==> config.mk <==
export PLATFORM = sky130hd
export DESIGN_NAME = zbts_alu
export DESIGN_NICKNAME = d
export VERILOG_FILES = /design/src/sv/assert_macros.svh /design/src/sv/zbts_pkg.sv /design/src/sv/zbts_alu.sv
export SDC_FILE = /design/constraint.sdc
export NUM_CORES = 1
export LEC_CHECK = 0
export BUFFER_PORTS_ARGS = -buffer_cell sky130_fd_sc_hd__buf_2
export CAP_MARGIN = 20
export CORE_MARGIN = 2
export CORE_UTILIZATION = 44
export DETAILED_ROUTE_END_ITERATION = 16
export PLACE_DENSITY = 0.85
export SYNTH_ARGS = -nofsm -noshare
export SYNTH_HDL_FRONTEND = slang
export SYNTH_SLANG_ARGS = --single-unit
==> constraint.sdc <==
create_clock -name vclk -period 2.23
set_input_delay 0.223 -clock vclk [all_inputs]
set_output_delay 0.223 -clock vclk [all_outputs]
set_load 0.01 [all_outputs]
==> src/sv/assert_macros.svh <==
// ---------------------------------------------------------------------------
// Assertion macros
// Shared concurrent assertion forms, clocked on clk and disabled in reset.
// ---------------------------------------------------------------------------
`ifndef ASSERT_MACROS_SVH
`define ASSERT_MACROS_SVH

// The consequent must hold in the same cycle as the antecedent.
`define ASSERT_SAME(lbl, ante, cons) \
  lbl: assert property (@(posedge clk) disable iff (!rst_n) (ante) |-> (cons)) \
    else $error("assertion failed");

// The consequent must hold in the cycle after the antecedent.
`define ASSERT_NEXT(lbl, ante, cons) \
  lbl: assert property (@(posedge clk) disable iff (!rst_n) (ante) |=> (cons)) \
    else $error("assertion failed");

`endif

==> src/sv/zbts_pkg.sv <==
// ---------------------------------------------------------------------------
// zbts_pkg
// Operation codes, flag masks and step unit types for the block engine.
// ---------------------------------------------------------------------------
package zbts_pkg;

  localparam logic [1:0] OP_WRITE   = 2'd0;
  localparam logic [1:0] OP_READ    = 2'd1;
  localparam logic [1:0] OP_EXEC    = 2'd2;
  localparam logic [1:0] OP_UNKNOWN = 2'd3;

  localparam logic [7:0] FL_S  = 8'h80;
  localparam logic [7:0] FL_Z  = 8'h40;
  localparam logic [7:0] FL_H  = 8'h10;
  localparam logic [7:0] FL_PV = 8'h04;
  localparam logic [7:0] FL_N  = 8'h02;

  typedef struct packed {
    logic [15:0] hl;
    logic [15:0] de;
    logic [15:0] bc;
    logic [7:0]  acc;
    logic [7:0]  flags;
    logic [7:0]  mem_byte;
    logic        search;
    logic        decrement;
    logic        repeat_req;
  } step_in_t;

  typedef struct packed {
    logic [15:0] hl;
    logic [15:0] de;
    logic [15:0] bc;
    logic [7:0]  flags;
    logic        again;
  } step_out_t;

endpackage

==> src/sv/zbts_alu.sv <==
// ---------------------------------------------------------------------------
// zbts_alu
// Shared step unit: one transfer or compare step of a block instruction.
// ---------------------------------------------------------------------------
module zbts_alu (
  input  zbts_pkg::step_in_t  step_in,
  output zbts_pkg::step_out_t step_out
);

  logic [15:0] delta;
  logic [15:0] bc_dec;
  logic [7:0]  diff;
  logic        half_borrow;
  logic        bc_live;
  logic [7:0]  fl_ld;
  logic [7:0]  fl_cp;

  always_comb begin
    delta       = step_in.decrement ? 16'hFFFF : 16'h0001;
    bc_dec      = step_in.bc - 16'h0001;
    bc_live     = (bc_dec != 16'h0000);
    diff        = step_in.acc - step_in.mem_byte;
    half_borrow = (step_in.acc[3:0] < step_in.mem_byte[3:0]);

    fl_ld = step_in.flags & ~(zbts_pkg::FL_H | zbts_pkg::FL_N | zbts_pkg::FL_PV);
    if (bc_live) begin
      fl_ld = fl_ld | zbts_pkg::FL_PV;
    end

    fl_cp = (step_in.flags & ~(zbts_pkg::FL_S | zbts_pkg::FL_Z | zbts_pkg::FL_H |
                               zbts_pkg::FL_PV)) | zbts_pkg::FL_N;
    if (diff == 8'h00) begin
      fl_cp = fl_cp | zbts_pkg::FL_Z;
    end
    if (diff[7]) begin
      fl_cp = fl_cp | zbts_pkg::FL_S;
    end
    if (half_borrow) begin
      fl_cp = fl_cp | zbts_pkg::FL_H;
    end
    if (bc_live) begin
      fl_cp = fl_cp | zbts_pkg::FL_PV;
    end

    step_out.hl    = step_in.hl + delta;
    step_out.de    = step_in.search ? step_in.de : step_in.de + delta;
    step_out.bc    = bc_dec;
    step_out.flags = step_in.search ? fl_cp : fl_ld;
    // A search also stops as soon as A matches the byte.
    step_out.again = step_in.repeat_req && bc_live &&
                     (!step_in.search || (diff != 8'h00));
  end

endmodule

; ---- Word level (Yosys, flattened, before mapping)
; Index checks and enable logic that the tools add are counted.
[classes]
n_reduce_logical = 7
addsub = 4
magnitude_cmp = 1
mux = 8
[op_table]
columns = op, count
row1 = 16-bit adder, 2
row2 = 16-bit 2-to-1 mux, 2
row3 = 8-bit 2-to-1 mux, 2
row4 = 16-bit nonzero test, 1
row5 = "16-bit by 1-bit subtractor with 16-bit output, second input constant", 1
row6 = 8-bit zero test, 1
row7 = 8-bit nonzero test, 1
row8 = 8-bit subtractor, 1
row9 = 7-bit 2-to-1 mux, 1
row10 = 3-bit 2-to-1 mux, 2
row11 = 5-bit 2-to-1 mux, 1
row12 = 4-bit < comparator, 1
row13 = 1-bit logical AND, 2
row14 = 1-bit zero test, 1
row15 = 1-bit logical OR, 1
[word_totals]
in_bits = 75
ff_bits = 0
output_inout_bits = 57
word_cells = 20

; ---- Logic depth before layout (Yosys ltp)
; Gate-level depths: netlist of the first run.
[depth]
word_depth = 7
ltp_mapped = 10
mapped_depth_nobuf = 8

; ---- Least setup slack after synthesis of the first run
; OpenSTA, ideal clock, no wires.
[synth_path]
path_kind = input -> output
start = input step_in[27] (netlist bit)
end = output step_out[0] (netlist bit)
t_required_ps = 2007
path_stages = 10
n_path_buf = 2
slack_ps = 2
arrival_ps = 2005
path_cell_list = inv_1 ha_1 buf_2 or4b_1 buf_2 nor4b_2 o21ai_1 a211oi_2 nand4_1 and3_1
[synth_rtl]
columns = element, line_no
row1 = from (decl), zbts_alu.sv:6  ; input zbts_pkg::step_in_t step_in,
row2 = to (decl), zbts_alu.sv:7  ; output zbts_pkg::step_out_t step_out

==> results.toml, run 1 <==
[yosys]
synthesis.nets = 489
synth_compound_area_share_pct = 29.2
ys_warn_count = 0
avgSynthCellArea_sq_um = 6.69
muxShareOfSynthArea_pct = 0.399
synthSimpleGateAreaFrac_pct = 30.1
synth_cell_types = 57
netlist_area_sq_mm = 0.00251
synth_top_family_by_area = "simple AND/OR/NAND/NOR gates"
yosys.area_share.xor_xnor_pct = 12.6
ys_seq_area_share_pct = 0
synth_cells = 375
synth_fa_ha_area_share_pct = 20.1

[grt]
grt_pass1_wl_microns = 17200
antenna_found_initial = 0
grt_pass1_vias = 3916
grtUsageTotal_pct = 33.0
grt-ovfl-total = 0
grt_max_degree = 16

[worst_setup_path]
crit_path_start_kind = "input pin"
crit_arrival_ns = 2.27
cp.required_ns = 2.01
crit_path_end_kind = "primary output"
cp_max_fo = 9
worstSetupPathType = "in -> out"

[final_layout]
flops_and_latches = 0
fillerInstances = 291
fin_area_sq_mm = 0.00457
antennaDiodeCount = 0
drive_gt1_share_pct = 53.1
n_clock_buffer = 0
final_nets = 705
area_delta_synth_final_pct = 82.1
multi_input_area_sq_mm = 0.00282
final_cell_mix = "buf_2, buf_4, nand2_1"
regArea_sq_um = 0
final_common_cell = "buf_2"

[run_status]
failed_checks = "negative setup slack"
status = "finished, violations left"

[floorplan]
die_height_microns = 79.5
start_util_pct = 45.5
core_sq_mm = 0.00551
chipWidth_microns = 79.5
rows = 27
top_level_ports = 132
dieArea_sq_mm = 0.00632

[sta]
finalWorstSetupSlack_ns = -0.268
hold_viol_final = 0
post-route-period-util_pct = 112
slew_violations = 0
max_freq_mhz = 400
setup_violations = 20
rsz0062_at_grt = "true"
tightest_slew_ns = 0.402
period_needed_ns = 2.50
max-slew-margin-rel_pct = 73.1

[placed_design]
hpwlAfterDp_microns = 6970
io_buffers = 123
globalplace.congestion = 0.895
placed_area_sq_mm = 0.00376

[drt]
first_pass_iters = 7
vias = 4131
drt_wl_total_microns = 13200
drtIter0Drc = 288
drc_errors = 0
viasPerCell = 6.25
drt.antenna.violating_nets = 0
wl_per_cell_microns = 19.9

[power]
vdd_drop_max_mv = 0.246
p_per_area_mw_per_mm2 = 303
total_power_mw = 1.38
p_leak_nw = 2.22

[clock_network]
cts_hold_buf = 0

[worst_hold_path]
min-delay-start = "step_in[11]"
holdPathStages = 0
hp-class = "in -> out"
hold_end = "step_out[1]"

[flow_run]
maxCapViolCount = 0
-- how the worst max path moves through the flow --
stage	from	to	slack (ns)	depth (start not counted)
global route	step_in[1]	step_out[55]	-0.32	11
detailed placement	step_in[28]	step_out[0]	-0.28	10
global placement	step_in[1]	step_out[38]	-0.23	10
floorplan	step_in[27]	step_out[0]	0.002	10
finish	step_in[1]	step_out[54]	-0.27	11
CTS	step_in[1]	step_out[38]	-0.13	11
-- synthesized netlist by cell type, types with 2 or more instances --
cell type / count / area [sq um]
a21o_1: 13 / 97.6
or4b_1: 2 / 20.0
and3_1: 6 / 37.5
and4b_1: 2 / 20.0
nor2b_1: 5 / 31.3
o31ai_1: 2 / 15.0
or3_1: 5 / 31.3
o21a_1: 5 / 37.5
or4_1: 2 / 15.0
o211ai_1: 8 / 60.1
nand3b_1: 2 / 15.0
nor2_1: 31 / 116
o32ai_1: 3 / 26.3
a211o_1: 5 / 43.8
a21oi_1: 25 / 125
nor3b_1: 3 / 22.5
clkbuf_1: 3 / 11.3
xor2_1: 9 / 78.8
or2_2: 3 / 18.8
xnor2_1: 27 / 236
a211oi_1: 4 / 30.0
nand2b_1: 6 / 37.5
o21ai_0: 27 / 135
buf_1: 2 / 7.51
nand4_1: 5 / 31.3
ha_1: 37 / 463
nand2_1: 38 / 143
o21bai_1: 2 / 15.0
fa_1: 2 / 40.0
nand3_1: 6 / 30.0
nor3_1: 17 / 85.1
buf_4: 5 / 37.5
inv_1: 29 / 109
nor4_1: 5 / 31.3
a31oi_1: 5 / 31.3
buf_2: 3 / 15.0
-- per-stage QoR --
step / TNS (ns) / hold WS [ns] / utilization [%] / setup slack (ns) / instances
2_1_floorplan: 0 / 0.499 / - / 0.00209 / 375
3_3_place_gp: -1.73 / 0.446 / 68.2 / -0.234 / 636
3_5_place_dp: -2.84 / 0.446 / 68.2 / -0.277 / 636
4_1_cts: -0.417 / 0.446 / 78.1 / -0.132 / 655
5_1_grt: -4.24 / 0.446 / 82.9 / -0.319 / 661
6_report: -2.99 / 0.446 / 82.9 / -0.268 / 661
-- critical path, stage by stage --
cell and delay [ns]:
buf_12 0.12, buf_16 0.15, ha_4 0.30, o21ai_1 0.12, o211ai_1 0.39, nand3_1 0.23, buf_4 0.18, a21oi_1 0.16
nor2_1 0.09, xnor2_1 0.15, buf_2 0.15
-- where the power goes --
group / internal (mW) / switching [mW]
sequential: 0 / 0
combinational: 0.673 / 0.712
clock: 0 / 0
total: 0.673 / 0.712
-- what timing repair did --
item / 4_1_cts / 5_1_grt
hold endpoints to repair: 0 / 0
setup buffers: 17 / 7
cloned: 2 / 0
pin swaps: 29 / 39
resized for setup: 66 / 58
endpoints found under the setup margin: 23 / 24
-- cell type report --
type                            instances  share of cell area [%]
Inverter                               29                    2.58
Multi-Input combinational cell        332                    61.7
Tap cell                               72                    1.97
Timing Repair Buffer                  228                    33.7
-- per-layer routing --
metal  part of all wire [%]  global-route usage (%)  vias up
li1                       -                       -     1806
met1                     35                    35.5     1879
met2                     48                    60.8      321
met3                    8.1                    3.85      125
met4                    8.2                    20.0        0
met5                      0                       0        -
-- kinds of logic (layout without fill, tap and decap cells) --
family / count (synthesis) / count (layout)
and+or+nand+nor: 144 / 144
AOI/OAI and AO/OA: 112 / 112
buffers and inverters: 43 / 257
xor gates and xnor gates: 36 / 36
muxes: 1 / 1
adders and majority gates: 39 / 39
Power figures use the tool's default switching activity.
==> run 2, diff against run 1 <==
Settings changed: BUFFER_PORTS_ARGS -buffer_cell sky130_fd_sc_hd__buf_2 to not set, CORE_UTILIZATION 44 to 60, DONT_BUFFER_PORTS set to 1, PLACE_DENSITY 0.85 to 0.79.
Clock period 2.23 ns to 2.7 ns, I/O delays scaled along.
==> run 2 against run 1 <==
The flow now finishes without violations. Sequential share of layout area unchanged. Global-route usage decreased by 11 points. Combinational power decreased by 61%. First-iteration DRC count decreased by 57%. Utilization decreased by 20 points. Non-clock buffer count decreased by 222. Hold slack improved by 0.094 ns. Critical path depth decreased by 3. Largest power group unchanged. Highest routed layer unchanged.
==> results.toml, run 2 (synthesized netlist as in run 1, its figures left out) <==
[floorplan]
start_util_pct = 62.7
dieArea_sq_mm = 0.00471
chipWidth_microns = 68.6
die_height_microns = 68.6
rows = 23
core_sq_mm = 0.00400
top_level_ports = 132

[power]
internal-power_mw = 0.223
p_per_area_mw_per_mm2 = 211
vdd_drop_max_mv = 0.116
switching_share_pct = 58.2
p_leak_nw = 1.13
clockPowerShare_pct = 0
p_sw_mw = 0.311
p_comb_share_pct = 100.0
total_power_mw = 0.534
seqPwrFrac_pct = 0

[run_status]
status = "finished, final reports clean"

[worst_setup_path]
crit_path_end_kind = "primary output"
cp.required_ns = 2.43
crit_path_start_kind = "input pin"
cp_max_fo = 5
critPathLaunch = "step_in[27]"
cp_cell_sequence = "inv_1, ha_1, or4b_1, o21ai_0, nand4b_1, nor4_1, nand4_1, and3_1"
critPathSlowestCell = "or4b_1"
worstSetupPathType = "in -> out"
cp-endpoint = "step_out[0]"
crit_arrival_ns = 2.18
max_stage_delay_ns = 0.47

[clock_network]
cts_resized = 0
postCtsSetupRepairBufs = 0
cts_hold_buf = 0

[final_layout]
drive_gt1_share_pct = 3.54
regArea_sq_um = 0
antennaDiodeCount = 0
n_clock_buffer = 0
final_common_cell = "nand2_1"
final_nets = 483
flops_and_latches = 0
area_delta_synth_final_pct = 0.998
final_cell_mix = "nand2_1, ha_1, nor2_1"

[sta]
rsz0062_at_grt = "false"
hold_viol_final = 0
tightest_slew_ns = 0.447
period_needed_ns = 2.45
max_freq_mhz = 409
max-slew-margin-rel_pct = 69.9
post-route-period-util_pct = 90.6
slew_violations = 0
setup_violations = 0
tns_ns = 0

[grt]
grt-ovfl-total = 0
grtUsageTotal_pct = 22.3
grt_pass1_vias = 2082
antenna_found_initial = 0
grt_pass1_wl_microns = 8610
grt_max_degree = 37

[placed_design]
hpwlAfterDp_microns = 4970
globalplace.congestion = 0.841
io_buffers = 0

[flow_run]
maxCapViolCount = 0

[drt]
drc_errors = 0
first_pass_iters = 4
drt_wl_total_microns = 5970
wl_per_cell_microns = 14.3
vias = 2617
viasPerCell = 6.28
drt.antenna.violating_nets = 0
drtIter0Drc = 123

[worst_hold_path]
hp-class = "in -> out"
==> run 2: cell types whose count changed in the layout (fill, tap and decap cells not counted), moves of 10 or more <==
cell | before | now
o21ai_1 | 12 | 1
o21ai_0 | 10 | 27
a21oi_2 | 10 | 0
ha_4 | 18 | 0
a21oi_1 | 12 | 25
buf_4 | 92 | 6
ha_1 | 19 | 37
buf_6 | 11 | 0
buf_2 | 119 | 0
==> run 2: per-layer routing <==
layer	wire [microns]	part of all wire [%]	global-route usage, %
met1	2690	45	28.8
met2	2880	48	41.9
met3	359	6.0	1.46
met4	46	0.77	1.00
met5	0	0	0
==> run 2: worst min path at each step <==
stage                start          end  depth (start not counted)
2_1_floorplan  step_in[27]  step_out[9]                          1
3_3_place_gp   step_in[14]  step_out[4]                          0
3_5_place_dp   step_in[14]  step_out[4]                          0
4_1_cts        step_in[14]  step_out[4]                          0
5_1_grt        step_in[14]  step_out[4]                          0
6_report       step_in[14]  step_out[4]                          0
==> run 2: through the flow <==
step                utilization (%)  cells  hold WS (ns)  cell area, sq um  setup WS [ns]
floorplan                         -    375         0.593              2510          0.378
global placement               63.3    417         0.540              2530          0.344
detailed placement             63.3    417         0.540              2530          0.279
CTS                            63.3    417         0.540              2530          0.279
global route                   63.3    417         0.540              2530         0.0914
finish                         63.3    417         0.540              2530          0.253
==> run 2: layout make-up <==
cell class / instances / area (sq um)
Fill cell: 402 / 1470
Inverter: 29 / 109
Multi-Input combinational cell: 332 / 2320
Tap cell: 50 / 62.6
Timing Repair Buffer: 6 / 45.0
==> run 2: power by group through the flow <==
stage | Clock [mW] | Sequential [mW] | Combinational [mW]
detailed placement | 0 | 0 | 0.532
CTS | 0 | 0 | 0.535
global placement | 0 | 0 | 0.520
finish | 0 | 0 | 0.534
floorplan | 0 | 0 | 0.465
global route | 0 | 0 | 0.593
==> run 2: critical path: cells and delay by family <==
kind                     cells  cell delay [ns]
buffers and inverters        1             0.11
adder cells (fa/ha/maj)      1             0.19
AO/OA/AOI/OAI                1             0.26
AND/OR/NAND/NOR              5             1.34
